--- config.mk ---
export PLATFORM = sky130hd
export DESIGN_NAME = mac_header_sender_extract_core
export DESIGN_NICKNAME = d
export VERILOG_FILES = /design/src/sv/mhse_pkg.sv /design/src/sv/mac_header_sender_extract_core.sv /design/src/sv/mhse_in_stage.sv /design/src/sv/mhse_parser.sv
export VERILOG_INCLUDE_DIRS = /design/src /design/src/sv
export SDC_FILE = /design/constraint.sdc
export NUM_CORES = 1
export LEC_CHECK = 0
export ABC_AREA = 1
export BUFFER_PORTS_ARGS = -buffer_cell sky130_fd_sc_hd__buf_2
export CAP_MARGIN = 0
export CORE_ASPECT_RATIO = 0.8
export CORE_MARGIN = 2
export CORE_UTILIZATION = 45
export CTS_BUF_LIST = sky130_fd_sc_hd__clkbuf_4 sky130_fd_sc_hd__clkbuf_8
export CTS_CLUSTER_DIAMETER = 150
export CTS_CLUSTER_SIZE = 12
export DETAILED_ROUTE_END_ITERATION = 7
export GPL_ROUTABILITY_DRIVEN = 0
export PLACE_DENSITY = 0.64
export RECOVER_POWER = 50
export SKIP_CTS_REPAIR_TIMING = 1
export SYNTH_ARGS = -nofsm -noshare
export SYNTH_HDL_FRONTEND = slang
export SYNTH_HIERARCHICAL = 1
export SYNTH_SLANG_ARGS = --single-unit
--- constraint.sdc ---
create_clock -name clk -period 6.7 [get_ports clk]
set_input_delay 0.67 -clock clk [delete_from_list [all_inputs] [get_ports clk]]
set_output_delay 0.67 -clock clk [all_outputs]
set_load 0.03 [all_outputs]
--- src/sv/mac_header_sender_extract_core_assert.svh ---
// Assertion macros for the MAC header sender-address extractor.
// Included by the RTL files that carry concurrent checks; no other dependencies.
`ifndef MAC_HEADER_SENDER_EXTRACT_CORE_ASSERT_SVH
`define MAC_HEADER_SENDER_EXTRACT_CORE_ASSERT_SVH
`ifndef SYNTHESIS
// Clocked check, disabled while reset is asserted
`define MHSE_ASSERT(lbl, clk, rst_n, prop, msg) \
  lbl: assert property (@(posedge clk) disable iff (!rst_n) prop) else $error(msg);
// Clocked check that also holds during reset
`define MHSE_ASSERT_ALWAYS(lbl, clk, prop, msg) \
  lbl: assert property (@(posedge clk) prop) else $error(msg);
`else
`define MHSE_ASSERT(lbl, clk, rst_n, prop, msg)
`define MHSE_ASSERT_ALWAYS(lbl, clk, prop, msg)
`endif
`endif

--- src/sv/mhse_pkg.sv ---
// Shared types, codes and header-decode helpers for the sender-address extractor.
// No dependencies.
`default_nettype none

package mhse_pkg;

  // Result status codes
  typedef enum logic [2:0] {
    ST_TOO_SHORT = 3'd0,
    ST_NONE      = 3'd1,
    ST_SHORT     = 3'd2,
    ST_LONG      = 3'd3,
    ST_TRUNC     = 3'd4,
    ST_RESERVED  = 3'd5
  } status_t;

  // Addressing mode codes of the frame control field
  typedef enum logic [1:0] {
    AM_NONE  = 2'd0,
    AM_RSVD  = 2'd1,
    AM_SHORT = 2'd2,
    AM_LONG  = 2'd3
  } addr_mode_t;

  localparam int unsigned DATA_W    = 8;
  localparam int unsigned LEN_W     = 8;
  localparam int unsigned CFG_W     = 7;
  localparam int unsigned ADDR_W    = 64;
  localparam int unsigned POS_W     = 5;   // header positions stay below 24
  localparam logic [CFG_W-1:0] MIN_LEN_RST = 7'd3;

  // One accepted input beat
  typedef struct packed {
    logic [LEN_W-1:0]  flen;
    logic              sof;
    logic [DATA_W-1:0] data;
  } beat_t;

  // Offset of the first source-address byte in the frame
  function automatic logic [POS_W-1:0] src_offset(input logic [15:0] fcf);
    logic [POS_W-1:0] off;
    off = 5'd3;
    case (addr_mode_t'(fcf[11:10]))
      AM_NONE:  off = off;
      AM_SHORT: off = off + 5'd4;
      AM_LONG:  off = off + 5'd10;
      default:  off = off + 5'd2;   // reserved mode: PAN only
    endcase
    if (!fcf[6]) off = off + 5'd2;  // source PAN present
    return off;
  endfunction

  // Source address length in bytes
  function automatic logic [POS_W-1:0] src_len(input logic [15:0] fcf);
    return (addr_mode_t'(fcf[15:14]) == AM_LONG) ? 5'd8 : 5'd2;
  endfunction

endpackage

`default_nettype wire

--- src/sv/mac_header_sender_extract_core.sv ---
// Top level of the 802.15.4 MAC header sender-address extractor.
// An accepted beat passes the input register, then the result register, to the output.
// Throughput: one frame byte per cycle, set by the single-pass parser between the
// input register and the result register; stalls only on output backpressure.
// Reset (rst_n low, synchronous): no frame active, address store zero,
// min_frame_len 3, both registers empty.
`default_nettype none

module mac_header_sender_extract_core
  import mhse_pkg::*;
(
  input  wire logic        clk,
  input  wire logic        rst_n,
  // configuration write
  input  wire logic        cfg_valid,
  output logic             cfg_ready,
  input  wire logic [6:0]  cfg_data,    // min_frame_len
  // frame byte stream
  input  wire logic        in_tvalid,
  output logic             in_tready,
  input  wire logic [15:0] in_tdata,    // [7:0] data_byte, [15:8] frame_len
  input  wire logic        in_tuser,    // [0] start_of_frame
  // result stream
  output logic             out_tvalid,
  input  wire logic        out_tready,
  output logic [71:0]      out_tdata    // [2:0] status, [66:3] sender_address,
                                        // [69:67] frame kind, [70] ack_request, [71] zero
);

  beat_t             in_beat, beat;
  logic              beat_valid, advance;
  status_t           res_status;
  logic [ADDR_W-1:0] res_addr;
  logic [2:0]        res_ftype;
  logic              res_ack;

  assign in_beat = '{flen: in_tdata[15:8], sof: in_tuser, data: in_tdata[7:0]};

  mhse_in_stage u_in_stage (
    .clk        (clk),
    .rst_n      (rst_n),
    .in_valid   (in_tvalid),
    .in_ready   (in_tready),
    .in_beat    (in_beat),
    .advance    (advance),
    .beat_valid (beat_valid),
    .beat       (beat)
  );

  mhse_parser u_parser (
    .clk        (clk),
    .rst_n      (rst_n),
    .cfg_valid  (cfg_valid),
    .cfg_ready  (cfg_ready),
    .cfg_data   (cfg_data),
    .beat_valid (beat_valid),
    .beat       (beat),
    .advance    (advance),
    .res_valid  (out_tvalid),
    .res_ready  (out_tready),
    .res_status (res_status),
    .res_addr   (res_addr),
    .res_ftype  (res_ftype),
    .res_ack    (res_ack)
  );

  assign out_tdata = {1'b0, res_ack, res_ftype, res_addr, res_status};

endmodule

`default_nettype wire

--- src/sv/mhse_in_stage.sv ---
// Input register stage: holds one accepted beat until the parser consumes it.
// Depends on mhse_pkg and the assertion header.
`default_nettype none

module mhse_in_stage
  import mhse_pkg::*;
(
  input  wire logic  clk,
  input  wire logic  rst_n,
  input  wire logic  in_valid,
  output logic       in_ready,
  input  wire beat_t in_beat,
  input  wire logic  advance,    // downstream takes the held beat this cycle
  output logic       beat_valid,
  output beat_t      beat
);

  logic  valid_r, valid_nxt;
  beat_t beat_r;

  assign in_ready   = !valid_r || advance;
  assign valid_nxt  = in_ready ? in_valid : valid_r;
  assign beat_valid = valid_r;
  assign beat       = beat_r;

  // Valid flag
  always_ff @(posedge clk) begin
    if (!rst_n) begin
      valid_r <= 1'b0;
    end else begin
      valid_r <= valid_nxt;
    end
  end

  // Payload, loaded on every accepted beat
  always_ff @(posedge clk) begin
    if (in_valid && in_ready) begin
      beat_r <= in_beat;
    end
  end

`include "mac_header_sender_extract_core_assert.svh"
  `MHSE_ASSERT(a_hold_unconsumed, clk, rst_n, valid_r && !advance |=> valid_r, "beat lost")
  `MHSE_ASSERT(a_load_on_free, clk, rst_n, !valid_r && in_valid |=> valid_r, "beat not taken")
  `MHSE_ASSERT_ALWAYS(a_reset_empty, clk, !rst_n |=> !valid_r, "reset left beat")

endmodule

`default_nettype wire

--- src/sv/mhse_parser.sv ---
// Header parser: frame position state, address store and result register.
// Depends on mhse_pkg and the assertion header.
`default_nettype none

module mhse_parser
  import mhse_pkg::*;
(
  input  wire logic              clk,
  input  wire logic              rst_n,
  input  wire logic              cfg_valid,
  output logic                   cfg_ready,
  input  wire logic [CFG_W-1:0]  cfg_data,
  input  wire logic              beat_valid,
  input  wire beat_t             beat,
  output logic                   advance,
  output logic                   res_valid,
  input  wire logic              res_ready,
  output status_t                res_status,
  output logic [ADDR_W-1:0]      res_addr,
  output logic [2:0]             res_ftype,
  output logic                   res_ack
);

  // Configuration and frame state
  logic [CFG_W-1:0]  min_len_r;
  logic              active_r, active_nxt;
  logic [POS_W-1:0]  pos_r, pos_nxt;
  logic [15:0]       ctrl_r, ctrl_nxt;
  logic [LEN_W-1:0]  len_r, len_nxt;
  logic [ADDR_W-1:0] addr_r, addr_nxt;

  // Result register
  logic              res_valid_r;
  status_t           res_status_r;
  logic [ADDR_W-1:0] res_addr_r;
  logic [2:0]        res_ftype_r;
  logic              res_ack_r;

  logic              step;
  logic              emit;
  status_t           status_w;
  logic [2:0]        ftype_w;
  logic              ack_w;
  logic [15:0]       ctrl_w;
  logic [POS_W-1:0]  start_w, alen_w, end_w, pos_inc;
  logic [2:0]        k_w, dst_w;
  logic              in_range;

  assign cfg_ready = 1'b1;
  assign advance   = !res_valid_r || res_ready;
  assign step      = beat_valid && advance;

  // Header geometry from the control field as it stands after this beat
  assign ctrl_w   = (pos_r == 5'd1) ? {beat.data, ctrl_r[7:0]} : ctrl_r;
  assign start_w  = src_offset(ctrl_w);
  assign alen_w   = src_len(ctrl_w);
  assign end_w    = start_w + alen_w;
  assign pos_inc  = pos_r + 5'd1;
  assign in_range = (pos_r >= start_w) && (pos_r < end_w);
  assign k_w      = 3'(pos_r - start_w);
  assign dst_w    = (alen_w == 5'd8) ? (3'd7 - k_w) : (3'd1 - k_w);

  // Next state and result for one beat
  always_comb begin
    active_nxt = active_r;
    pos_nxt    = pos_r;
    ctrl_nxt   = ctrl_r;
    len_nxt    = len_r;
    addr_nxt   = addr_r;
    emit       = 1'b0;
    status_w   = ST_NONE;
    ftype_w    = ctrl_r[2:0];
    ack_w      = ctrl_r[5];
    if (step) begin
      if (beat.sof) begin
        active_nxt = 1'b0;
        pos_nxt    = '0;
        len_nxt    = beat.flen;
        ctrl_nxt   = {8'h00, beat.data};
        ftype_w    = beat.data[2:0];
        ack_w      = beat.data[5];
        if (beat.flen <= {1'b0, min_len_r}) begin
          emit     = 1'b1;
          status_w = ST_TOO_SHORT;
          ack_w    = 1'b0;
        end else if (beat.flen < 8'd2) begin
          emit     = 1'b1;
          status_w = ST_TRUNC;
        end else begin
          active_nxt = 1'b1;
          pos_nxt    = 5'd1;
        end
      end else if (active_r) begin
        if (pos_r == 5'd1) begin
          // second control byte: source mode decides the rest
          ctrl_nxt = ctrl_w;
          case (addr_mode_t'(ctrl_w[15:14]))
            AM_NONE: begin
              addr_nxt = '0;
              emit     = 1'b1;
              status_w = ST_NONE;
            end
            AM_RSVD: begin
              emit     = 1'b1;
              status_w = ST_RESERVED;
            end
            default: begin
              if ({3'b000, end_w} > len_r) begin
                emit     = 1'b1;
                status_w = ST_TRUNC;
              end else begin
                pos_nxt = 5'd2;
              end
            end
          endcase
        end else begin
          // skip header bytes, capture address bytes reversed
          for (int i = 0; i < 8; i++) begin
            if (in_range && dst_w == 3'(i)) begin
              addr_nxt[8*i +: 8] = beat.data;
            end
          end
          pos_nxt = pos_inc;
          if (pos_inc >= end_w) begin
            emit     = 1'b1;
            status_w = (alen_w == 5'd8) ? ST_LONG : ST_SHORT;
          end
        end
      end
      if (emit) active_nxt = 1'b0;
    end
  end

  // Control state
  always_ff @(posedge clk) begin
    if (!rst_n) begin
      min_len_r   <= MIN_LEN_RST;
      active_r    <= 1'b0;
      pos_r       <= '0;
      ctrl_r      <= '0;
      len_r       <= '0;
      addr_r      <= '0;
      res_valid_r <= 1'b0;
    end else begin
      if (cfg_valid && cfg_ready) min_len_r <= cfg_data;
      active_r <= active_nxt;
      pos_r    <= pos_nxt;
      ctrl_r   <= ctrl_nxt;
      len_r    <= len_nxt;
      addr_r   <= addr_nxt;
      if (advance) res_valid_r <= emit;
    end
  end

  // Result payload
  always_ff @(posedge clk) begin
    if (advance && emit) begin
      res_status_r <= status_w;
      res_addr_r   <= addr_nxt;
      res_ftype_r  <= ftype_w;
      res_ack_r    <= ack_w;
    end
  end

  assign res_valid  = res_valid_r;
  assign res_status = res_status_r;
  assign res_addr   = res_addr_r;
  assign res_ftype  = res_ftype_r;
  assign res_ack    = res_ack_r;

`include "mac_header_sender_extract_core_assert.svh"
  `MHSE_ASSERT(a_pos_range, clk, rst_n, active_r |-> pos_r >= 5'd1 && pos_r <= 5'd23, "bad pos")
  `MHSE_ASSERT(a_none_clears, clk, rst_n, res_valid_r && res_status_r == ST_NONE |-> res_addr_r == '0, "store not cleared")
  `MHSE_ASSERT(a_short_no_ack, clk, rst_n, res_valid_r && res_status_r == ST_TOO_SHORT |-> !res_ack_r, "ack on short frame")
  `MHSE_ASSERT(a_emit_ends_frame, clk, rst_n, step && emit |=> !active_r, "frame still active")

endmodule

`default_nettype wire
[Yosys cells after proc, flatten, opt, wreduce, memory -nomap -nowiden]
Cells that the tools add are included.
Word-level totals
  bits in registers: 191
  output and inout bits: 75
  word-level logic and storage cells: 126
Operators by class
  add/sub/neg operators: 6
  order comparisons: 6
  equality and inequality tests: 15
  multiplexer cells: 56
  reduce and logical (&&, ||, !) cells: 27
Operators by type and width (number)
  $mux W64: 5
  $mux W16: 4
  $mux W8: 8
  $mux W5: 7
  $mux W3: 10
  $mux W1: 19
  $eq A3 B3 Y1 const B: 4
  $logic_and A1 B1 Y1: 12
  $pmux W4 S3: 1
  $ge A5 B5 Y1: 2
  $gt A5 B8 Y1: 1
  $le A8 B7 Y1: 1
  $lt A8 B2 Y1 const B: 1
  $eq A2 B2 Y1 const B: 3
  $eq A3 B2 Y1 const B: 2
  $ne A3 B3 Y1 const B: 2
  $pmux W3 S2: 1
  $reduce_bool A2 Y1: 3
  $add A4 B2 Y5 const B: 1
  $add A5 B1 Y5 const B: 1
  $add A5 B4 Y5: 1
  $eq A5 B1 Y1 const B: 1
  $eq A5 B4 Y1 const B: 1
  $lt A5 B5 Y1: 1
  14 further kinds: 18

[Longest topological paths before layout]
  word-level depth: 16
  gate-level depth with buffers: 27
  depth with buffers taken out: 26

[Hierarchy]
The synthesis kept the hierarchy.
By module, submodules not included
  mhse_parser: instances 1, cells an instance 1185, area each 8881.0 sq um, seq. area each 4033.9 sq um
  mhse_in_stage: instances 1, cells an instance 24, area each 561.8 sq um, seq. area each 530.5 sq um
  mac_header_sender_extract_core: instances 1, cells an instance 3, area each 18.8 sq um, seq. area each 0.0 sq um

[Least setup slack after synthesis]
No wires, ideal clock.
  path kind: reg2reg
  start: register u_parser.pos_r[0]
  end: register u_parser.res_ack_r (netlist: u_parser/res_ack) (enable)
  data arrival time: 4658 ps
  slack: 1617 ps
  stages on the path, launching flop included: 25
  period minus slack after synthesis: 5083 ps
  cell sequence: dfxtp_1 ha_1 inv_1 nor2_2 nand2_4 o21ai_1 xor2_1 inv_1 ha_1 ha_1 xnor2_1 inv_1 ha_1 nand2_1 o21ai_0 nand2_1 nand2_1 nand2_1 nand2_1 nand2_1 nand2_1 nand2_1 nand2_1 nand2_1 inv_1
On the way
  longest elaborated chain between the ends: 16
RTL lines
  start: declaration: RTL line mhse_parser.sv:27  | logic [POS_W-1:0] pos_r, pos_nxt;
  start signal: assignment: RTL line mhse_parser.sv:147  | pos_r <= pos_nxt;
  $eq A5 B1 Y1: RTL line mhse_parser.sv:54, mhse_parser.sv:94
  $mux W16: RTL line mhse_parser.sv:54  | assign ctrl_w = (pos_r == 5'd1) ? {beat.data, ctrl_r[7:0]} : ctrl_r;
  $eq A2 B2 Y1 or $logic_not A2 Y1 (tied branches): RTL line mhse_pkg.sv:43  | case (addr_mode_t'(fcf[11:10]))
  $pmux W4 S3: RTL line mhse_pkg.sv:43
  $add A4 B2 Y5: RTL line mhse_pkg.sv:49  | if (!fcf[6]) off = off + 5'd2;
  $mux W5: RTL line mhse_pkg.sv:49
  $add A5 B4 Y5: RTL line mhse_parser.sv:57  | assign end_w = start_w + alen_w;
  $gt A5 B8 Y1: RTL line mhse_parser.sv:108  | if ({3'b000, end_w} > len_r) begin
  $mux W1: RTL line mhse_parser.sv:108
  $mux W1: RTL line mhse_parser.sv:97  | case (addr_mode_t'(ctrl_w[15:14]))
  $mux W1 *: RTL line mhse_parser.sv:94  | if (pos_r == 5'd1) begin
  $mux W1 *: RTL line mhse_parser.sv:93  | end else if (active_r) begin
  $mux W1 *: RTL line mhse_parser.sv:75  | if (beat.sof) begin
  $mux W1 * (2 in a row): RTL line mhse_parser.sv:74  | if (step) begin
  $logic_and A1 B1 Y1 *: RTL line mhse_parser.sv:157  | if (advance && emit) begin
  end signal: assignment: RTL line mhse_parser.sv:161  | res_ack_r <= ack_w;
  end: declaration: RTL line mhse_parser.sv:37  | logic res_ack_r;
Mark *: on every way between the ends. The rest lies on a longest branch, timed or not. The select of a mux whose other input is x is not followed.
A chain may end at the register's enable or synchronous reset.

[Worst setup path in the final report]
  start: register u_parser.pos_r[0]
  end: register u_parser.res_addr_r[2] (netlist: u_parser/res_addr[2]), data pin
On the way
  longest elaborated chain between the ends: 16
RTL lines
  $eq A5 B1 Y1: RTL line mhse_parser.sv:54, mhse_parser.sv:94
  $mux W16: RTL line mhse_parser.sv:54
  $eq A2 B2 Y1 or $logic_not A2 Y1 (tied branches): RTL line mhse_pkg.sv:43
  $pmux W4 S3: RTL line mhse_pkg.sv:43
  $add A4 B2 Y5: RTL line mhse_pkg.sv:49
  $mux W5: RTL line mhse_pkg.sv:49
  $sub A3 B3 Y3: RTL line mhse_parser.sv:60  | assign k_w = 3'(pos_r - start_w);
  $sub A1 B3 Y3 or $sub A3 B3 Y3 (tied branches): RTL line mhse_parser.sv:61  | assign dst_w = (alen_w == 5'd8) ? (3'd7 - k_w) : (3'd1 - k_w);
  $mux W3: RTL line mhse_parser.sv:61
  $logic_not A3 Y1: RTL line mhse_parser.sv:119  | if (in_range && dst_w == 3'(i)) begin
  $logic_and A1 B1 Y1: RTL line mhse_parser.sv:119
  $mux W8: RTL line mhse_parser.sv:119
  $mux W64 *: RTL line mhse_parser.sv:94
  $mux W64 *: RTL line mhse_parser.sv:93
  $mux W64 *: RTL line mhse_parser.sv:75
  $mux W64 *: RTL line mhse_parser.sv:74
  via u_parser.addr_nxt[2]: RTL line mhse_parser.sv:30  | logic [ADDR_W-1:0] addr_r, addr_nxt;
  end signal: assignment: RTL line mhse_parser.sv:159  | res_addr_r <= addr_nxt;
  end: declaration: RTL line mhse_parser.sv:35  | logic [ADDR_W-1:0] res_addr_r;
Mark *: on every way through the listed nets, which the timed path passes. The rest lies on a longest branch. The select of a mux whose other input is x is not followed.

==> impl_results.md <==
* Run status: finished with violations
* Failing checks: capacitance limit, slew limit
* Post-Synthesis Cells at ~1,200
* Sequential fraction of the synthesis area at 0.482
* Async S/R FF share, synth at 0
* Unrepaired setup endpoints after global routing: no
* Final setup fails at 0
* Die Height at ~130 um
* Reg-to-reg slack, setup at 1.10 ns
* Post-route minimum period at 5.60 ns
* Crit share post-route at 0.836
* Post-synth top area share at 0.279
* Htree depth at 4
* Yosys Warn Count at 6
* Total Routing Usage GR at 0.198
* Power share of the clock group at 0.321
* Min-Delay Startpoint: in_tdata[13]
* GRT overflow at 0
* Fin. max-slew vios at 67
* Root buf cell: clkbuf_8
* Worst Reg-to-Reg Cells at 24
* Crit path max fanout at 72
* Ys flop type: dfxtp_1
* Worst setup SP type: flip-flop
* CP endpoint kind: flip-flop
* Post-route ant nets at 0
* TritonCTS Sinks at ~180
* CP arrival at 5.92 ns
* Core area at a little over 0.02 sq mm
* N_diodes at 0
* Hpwl dp at 14.1 mm
* Clock Skews at 0.0179 ns
* Worst VDD drop at 135 uV
* Place WS at roughly 1.5 ns
* Clk slew on worst S/H paths at ~0.11 ns
* WS Path Type: reg2reg
* Pwr dens at 218 mW/mm^2
* Leak Pwr at 5.19 nW
* Routed vias at 7,780
* Post-synth EDFFs at 88
* Core Util, Final at 0.502
* P_sw at roughly 0.00067 W
* Row count at 47
* Vias per cell at roughly 5
* Synth top cells by count: 326 x nand2_1, 188 x inv_1, 148 x nand3_1, 96 x dfxtp_1
* Number of global-route vias before repair at 7,080
* Seq cells post-synth at 184
* Residual DRC at 0
* Largest net degree at the start of global routing at 74
* Slew headroom at -1.13
* Share of layout cells above drive strength 1 at 0.0734
* Final Non-Filler Cells at 1,563
* Fillers at approximately 2,000
* Switching share of power at 0.296
* Mapped cell area at ~0.0095 sq mm
* Yosys top cell by area: edfxtp_1
* Initial Util at 0.458
* Mean Syn Cell Area at 7.81 sq um
* Worst path required time at ~7.0 ns
* Synth area leaders: edfxtp_1 28%, dfxtp_1 20%, nand2_1 13%
* Full die area at 0.0222 sq mm
* DRT Pass-1 Iters at 5
* I/O Pins at 104
* Worst hold endpoint: u_in_stage/beat[14]
* TritonCTS clock tree: built
* Top-count cell post-synth: nand2_1
* Synth unique cells at 43
* Die Wd at 166 um
* Clk_lat worst skew at around 0.47 ns
* Power Internal at roughly 0.0016 W
* Flop pwr share at 0.541
* Initial DRC Count at 776
* Final TNS setup at 0 ns
* Initial antenna violation count at 0
* Combinational Power Share at 0.138
* Worst Hold Class: in2reg
* WL final at between 20 and 25 mm
* Post-Place Cells at 1,531
* Slew @ Worst Pin at roughly 3.2 ns
* Reg-to-Reg End: u_parser/res_addr[2]
* CTS max path bufs at 2
* Max Clk Rate at 179 MHz
* Max_cap viols at 1
* WL per Instance at between 10 and 15 um
* Total CTS buffers at 17
* Worst R2R Start: u_parser/pos_r[0]
* Final Hold Fails at 0
* Global-route wire length before repair at 35.5 mm
* Area Growth Syn to Fin at 9.44%
* I/O Buffers at 101
* Worst hold stages at 1
* Setup ws final at between 1 and 1.5 ns
* Final nets at between 1,000 and 1,500
[registers in the layout, summed over array words and instances (netlist names), 3 cells and up]
register and flops:
u_parser/addr_r 64, u_parser/res_addr 64, u_in_stage/beat 17, u_parser/ctrl_r 9, u_parser/len_r 8, u_parser/min_len_r 7, u_parser/pos_r 5, u_parser/res_ftype 3
u_parser/res_status 3
[how the worst max path moves through the flow]
stage / from / to / slack [ns] / cells past startpoint
detailed placement: u_parser/pos_r[0] / u_parser/res_ftype[0] / 1.47 / 25
floorplan: u_parser/pos_r[0] / u_parser/res_ack / 1.62 / 24
finish: u_parser/pos_r[0] / u_parser/res_addr[2] / 1.10 / 24
global route: u_parser/pos_r[0] / u_parser/res_addr[2] / 0.53 / 22
global placement: u_parser/pos_r[0] / u_parser/res_ack / 1.63 / 25
CTS: u_parser/pos_r[0] / u_parser/res_addr[54] / 1.46 / 25
[area by class of cell]
| type | count | area, sq um | share of cell area |
|---|---|---|---|
| clock buffer | 18 | 241 | 0.0233 |
| clock inverter | 14 | 141 | 0.0137 |
| inverter | 197 | 747 | 0.0721 |
| multi-input combinational | 773 | 3860 | 0.373 |
| sequential | 184 | 4560 | 0.441 |
| tap | 269 | 337 | 0.0325 |
| timing repair buffer | 108 | 465 | 0.0449 |
[power groups by stage]
| stage | clock network [W] | logic, W | registers [W] |
|---|---|---|---|
| after detailed placement | 0 | 0.000318 | 0.00125 |
| final | 0.000726 | 0.000312 | 0.00122 |
| after global placement | 0 | 0.000315 | 0.00125 |
| after floorplan | 0 | 0.000224 | 0.00127 |
| after CTS | 0.000745 | 0.000319 | 0.00122 |
| after global routing | 0.000789 | 0.000347 | 0.00123 |
[critical path, stage by stage, from the launching register on]
cell and delay (ns):
dfxtp_1 0.61, ha_1 0.24, inv_1 0.04, nor2_1 0.23, nand2_4 0.28, o21ai_0 0.46, xor2_1 0.30, inv_1 0.08
ha_1 0.21, ha_1 0.31, inv_1 0.07, ha_1 0.27, inv_1 0.05, o21bai_1 0.07, a21oi_1 0.17, nor2_1 0.06
nor2_1 0.08, nand2_1 0.07, inv_2 0.86, nand2_1 0.48, nand2_1 0.16, nand3_1 0.07, nand2_1 0.08, nand2_1 0.08
inv_1 0.10
[through the flow]
stage               hold slack (ns)  area [sq um]  total power [W]
finish                        0.365         10400          0.00226
global route                  0.333         10400          0.00236
CTS                           0.341         10500          0.00229
detailed placement            0.455         10100          0.00157
global placement              0.450         10100          0.00156
floorplan                     0.433          9470          0.00149
[cell families (layout without fill, tap and decap cells)]
logic type      after synthesis  after routing  share of synthesized area
buf+inv                     256            337                      0.108
flops                       184            184                      0.482
other cells                   2              3                   0.000794
xor+xnor                      7              7                    0.00648
compound gates              133            133                     0.0819
simple gates                603            603                      0.284
fa+ha+maj                    27             27                     0.0365
[metal layers]
metal  wire (um)  global-route usage  vias up
met3        1370              0.0413       28
met5           0                   0        -
met4         360              0.0628        0
met2        9350               0.298      208
li1            -                   -     4045
met1       10800               0.286     3499
[cells in the final DEF, fill, tap and decap left out, types with 2 or more instances in the layout]
cell type / count
edfxtp_1: 88
inv_1: 187
inv_2: 3
clkinvlp_4: 2
clkbuf_1: 80
a21oi_1: 31
a211oi_1: 4
o21ai_0: 26
inv_6: 6
dfxtp_1: 96
clkbuf_8: 17
ha_1: 26
nor2_1: 89
nor2_4: 5
nand2_2: 7
nand3_2: 3
nor3_1: 2
o21bai_1: 2
a31oi_1: 64
nand2_4: 7
buf_4: 4
nor2_8: 4
conb_1: 3
clkinv_2: 3
xor2_1: 6
nand4_1: 5
buf_2: 23
clkinv_4: 3
clkinv_1: 4
nand2_1: 329
nand3_1: 148
No activity file was read; power rests on OpenSTA's default activity.
